--- config.mk ---
export PLATFORM = sky130hd
export DESIGN_NAME = tdq_cell
export DESIGN_NICKNAME = d
export VERILOG_FILES = /design/src/sv/tdq_pkg.sv /design/src/sv/tdq_cell.sv
export SDC_FILE = /design/constraint.sdc
export NUM_CORES = 1
export LEC_CHECK = 0
export BUFFER_PORTS_ARGS = -buffer_cell sky130_fd_sc_hd__buf_2
export CAP_MARGIN = 10
export CORE_AREA = 5 5 282 284
export DETAILED_ROUTE_END_ITERATION = 6
export DIE_AREA = 0 0 287 289
export GPL_ROUTABILITY_DRIVEN = 0
export PLACE_DENSITY = 0.38
export SYNTH_ARGS = -nofsm -noshare
export SYNTH_HDL_FRONTEND = slang
export SYNTH_SLANG_ARGS = --single-unit
--- constraint.sdc ---
create_clock -name clk_i -period 8.5 [get_ports clk_i]
set_input_delay 1.275 -clock clk_i [delete_from_list [all_inputs] [get_ports clk_i]]
set_output_delay 1.275 -clock clk_i [all_outputs]
set_load 0.1 [all_outputs]
--- src/sv/tdq_pkg.sv ---
// tdq_pkg: shared types and constants for the ticketed deque
// entry and link structs, cell commands, operation and status codes
// no dependencies
package tdq_pkg;

  localparam int QueueDepth = 16;
  localparam int MaxResults = 16;
  localparam int CountW     = $clog2(QueueDepth + 1);
  localparam int ListLimit  = (MaxResults < QueueDepth) ? MaxResults : QueueDepth;

  typedef enum logic [1:0] {
    OP_INS_BACK  = 2'd0,
    OP_INS_FRONT = 2'd1,
    OP_SERVE     = 2'd2,
    OP_LIST      = 2'd3
  } op_e;

  typedef enum logic [1:0] {
    ST_OK    = 2'd0,
    ST_FULL  = 2'd1,
    ST_EMPTY = 2'd2
  } status_e;

  typedef enum logic [2:0] {
    CMD_HOLD,
    CMD_PUSH_BACK,
    CMD_PUSH_FRONT,
    CMD_POP,
    CMD_ROTATE
  } cell_cmd_e;

  typedef struct packed {
    logic [63:0] name_low;
    logic [63:0] name_high;
    logic [15:0] ticket;
  } entry_t;

  typedef struct packed {
    logic   valid;
    entry_t entry;
  } link_t;

endpackage

--- src/sv/tdq_cell.sv ---
// tdq_cell: one storage cell of the deque chain
// holds one entry and its valid flag, loads a new entry or shifts to or from its neighbours
// depends on tdq_pkg
module tdq_cell (
  input  logic                 clk_i,
  input  logic                 rst_ni,
  input  tdq_pkg::cell_cmd_e   cmd_i,
  input  tdq_pkg::entry_t      new_i,
  input  tdq_pkg::link_t       prev_i,
  input  tdq_pkg::link_t       next_i,
  input  tdq_pkg::entry_t      head_i,
  output tdq_pkg::link_t       cell_o
);
  import tdq_pkg::*;

  logic   valid_q, valid_d;
  entry_t entry_q, entry_d;

  always_comb begin
    valid_d = valid_q;
    entry_d = entry_q;
    unique case (cmd_i)
      CMD_HOLD: ;
      CMD_PUSH_BACK: begin
        if (!valid_q && prev_i.valid) begin
          valid_d = 1'b1;
          entry_d = new_i;
        end
      end
      CMD_PUSH_FRONT: begin
        valid_d = prev_i.valid;
        entry_d = prev_i.entry;
      end
      CMD_POP: begin
        valid_d = next_i.valid;
        entry_d = next_i.entry;
      end
      CMD_ROTATE: begin
        if (valid_q) begin
          entry_d = next_i.valid ? next_i.entry : head_i;
        end
      end
      default: ;
    endcase
  end

  always_ff @(posedge clk_i or negedge rst_ni) begin
    if (!rst_ni) begin
      valid_q <= 1'b0;
    end else begin
      valid_q <= valid_d;
    end
  end

  always_ff @(posedge clk_i) begin
    entry_q <= entry_d;
  end

  assign cell_o.valid = valid_q;
  assign cell_o.entry = entry_q;

endmodule

==> impl_metrics.tcl <==
set metrics [dict create \
    vias_per_cell 4.27 \
    slew_headroom 0.268 \
    crit_type "in2reg" \
    dieHeight_um 289 \
    met1_usage 0.153 \
    slowest_delay_ns 0.74 \
    fin_crit_ns 3.80 \
    seq_power_share 0.331 \
    tightest_slew_ns 1.10 \
    worstSetupEndpointType "flop" \
    async_reset_ff_frac 0.00690 \
    die_area_um2 82900 \
    finClkSkew_ns 0.0167 \
    fin_crit_sh 0.447 \
    crit_required_ns 8.80 \
    synth_top_area_share 0.417 \
    grt.met3_usage 0.0321 \
    top_usage_layer "met2" \
    first_pass_iters 5 \
    multi_input_area_um2 5490 \
    worstPathCellList "buf_4 -> buf_4 -> and3b_4 -> buf_4 -> a22oi_1 -> a31oi_1" \
    worst_slack_ns 4.70 \
    maxCapViolations 0 \
    syn_to_final_growth_pct 49.9 \
    cts_setup_buffers 0 \
    grt.total_usage 0.130 \
    yosysUniqueCellTypes 27 \
    dpl_worst_slack_ns 4.23 \
    place_hpwl_um 43900 \
    avgSynthCellArea_um2 10.3 \
    syn_inst 1006 \
    fill_cells 8708 \
    synth.net_count 1589 \
    synth-edff-count 144 \
    antenna_found_initial 9 \
    leakage_nw 6.36 \
    switching_share 0.410 \
    ctsResizeCount 0 \
    wirelength_um 58400 \
    setup_viol 0 \
    yosysMostFrequentCell "edfxtp_1" \
    grt.overflow.total 0 \
    ctsHoldBuffers 0 \
    cpMaxStageDelayCell "buf_4" \
    tritoncts "done" \
    fmax_ghz 0.263 \
    h-tree-depth 4 \
    synth_common_cells "144 x edfxtp_1, 84 x mux2_2, 77 x a22oi_1, 77 x a31oi_1, 77 x nand2_1" \
    ys_seq_area_frac 0.419 \
    num_vias 11600 \
    hold_viol 0 \
    intPower_mw 1.58 \
    setup_tns_ns 0 \
    start_util 0.135 \
    port_buffers 727 \
    core_um2 76800 \
    cp-start-kind "primary input" \
    finalNetCount 2230 \
    ios 728 \
    ys_ff_latch 145 \
    clock_power_share 0.300 \
    yosysTopAreaCell "edfxtp_1" \
    drive_above_1_share 0.522 \
    grt_pass1_wl_um 80800 \
    critPathMaxFanout 77 \
    grt_max_degree 145 \
    die_w_um 287 \
    drtIter0Drc 608 \
    combPwrFrac 0.369 \
    syn_area_um2 10400 \
    p_switching_mw 1.10 \
    root_buffer "clkbuf_16" \
    clk_pin_slew_ns 0.07 \
    grt_setup_unrepaired "false" \
    ir_worst_vdd_v 0.000115 \
    cts_sinks 145 \
    hold_path_class "in2async" \
    synth_ff_type "edfxtp_1" \
    insertion_delay_ns 0.47 \
    slew_violations 0 \
    synthTopCellsByArea "edfxtp_1 42%, mux2_2 9.1%, mux2i_1 6.5%" \
    powerDensity_nw_per_um2 172 \
    rows 102 \
    final_antenna_net_count 0 \
    numCtsBuffers 17 \
    r2r_cells 4 \
    grt_use_met2 0.229 \
    path_common_cell "buf_4" \
    clockBufferDepth 2 \
    wl_per_cell_um 21.6 \
    yosys_warnings 0 \
    grt_pass1_vias 12000 \
    run_status "completed" \
    seqCellArea_um2 4350 \
    critPathArrivalTime_ns 4.10 \
    drc 0 \
]
[metrics by stage]
stage / area [um^2] / hold slack [ns] / power (mW) / instances / util
floorplan: 10400 / 0.554 / 1.60 / 1006 / -
global placement: 14900 / 0.592 / 1.90 / 2668 / 0.194
detailed placement: 14900 / 0.600 / 1.90 / 2668 / 0.194
CTS: 15500 / 0.517 / 2.73 / 2700 / 0.202
global route: 15500 / 0.525 / 2.81 / 2707 / 0.202
finish: 15500 / 0.582 / 2.68 / 2711 / 0.202
[final cells by class]
type / instances / area share
Multi-Input combinational cell: 738 / 0.353
Sequential cell: 145 / 0.280
Timing Repair Buffer: 744 / 0.244
Tap cell: 1040 / 0.0837
Clock buffer: 18 / 0.0276
Clock inverter: 14 / 0.00982
Antenna cell: 11 / 0.00177
Inverter: 1 / 0.000241
[cell usage in the layout, fill, tap and decap left out, types with 2 or more instances in the layout]
cell and count:
buf_4 18, buf_2 724, o211ai_1 3, nor3_1 76
clkinvlp_4 3, o21ai_4 2, mux2_2 84, nand3b_1 64
clkbuf_16 17, o22ai_1 2, o21ai_1 3, edfxtp_1 144
a22o_1 64, diode_2 11, mux2i_1 67, nand2b_1 3
a21oi_1 65, a2bb2oi_1 65, nor3b_4 2, clkinv_4 3
a22oi_1 77, nand2_1 77, a31oi_1 77, bufinv_16 2
inv_6 4
[flip-flops by register name, summed over array words and instances (netlist names)]
signal,flops
valid_q,1
cell_o,144
[power groups by stage]
stage | Clock [mW] | Combinational, mW | Sequential, mW
after global placement | 0 | 0.996 | 0.906
after CTS | 0.846 | 0.999 | 0.890
after floorplan | 0 | 0.273 | 1.32
after detailed placement | 0 | 0.997 | 0.905
after global routing | 0.874 | 1.04 | 0.894
final | 0.804 | 0.989 | 0.889
[cell families (layout without fill, tap and decap cells)]
family | Yosys count | after routing | synth area share
buffers and inverters | 123 | 777 | 0.0555
XOR/XNOR | 1 | 1 | 0.000845
AND/OR/NAND/NOR | 228 | 228 | 0.120
AO/OA/AOI/OAI | 358 | 358 | 0.249
flip-flops | 145 | 145 | 0.419
multiplexers | 151 | 151 | 0.156
other | 0 | 11 | 0
[per-layer routing]
layer	part of all wire	vias to the layer above
met3	0.067	66
met5	0.00022	-
li1	-	5311
met4	0.024	2
met2	0.51	510
met1	0.39	5700
[worst paths after layout]
check,from,to,slack [ns]
worst min register to register,valid_q$_DFFE_PN0P_,valid_q$_DFFE_PN0P_,0.61
worst min-delay path,rst_ni,valid_q$_DFFE_PN0P_,0.58
worst max-delay path,cmd_i[1],cell_o[116]$_DFFE_PP_,4.70
min in group clk_i,valid_q$_DFFE_PN0P_,valid_q$_DFFE_PN0P_,0.61
max in group asynchronous,rst_ni,valid_q$_DFFE_PN0P_,7.83
worst max register to register,valid_q$_DFFE_PN0P_,cell_o[1]$_DFFE_PP_,6.53
[worst max-delay path, delay by kind of cell]
kind / cells / cell delay, ns
AOI/OAI and AO/OA: 2 / 0.47
and+or+nand+nor: 1 / 0.45
buffers and inverters: 3 / 1.65
(Power assumes the default switching activity.)
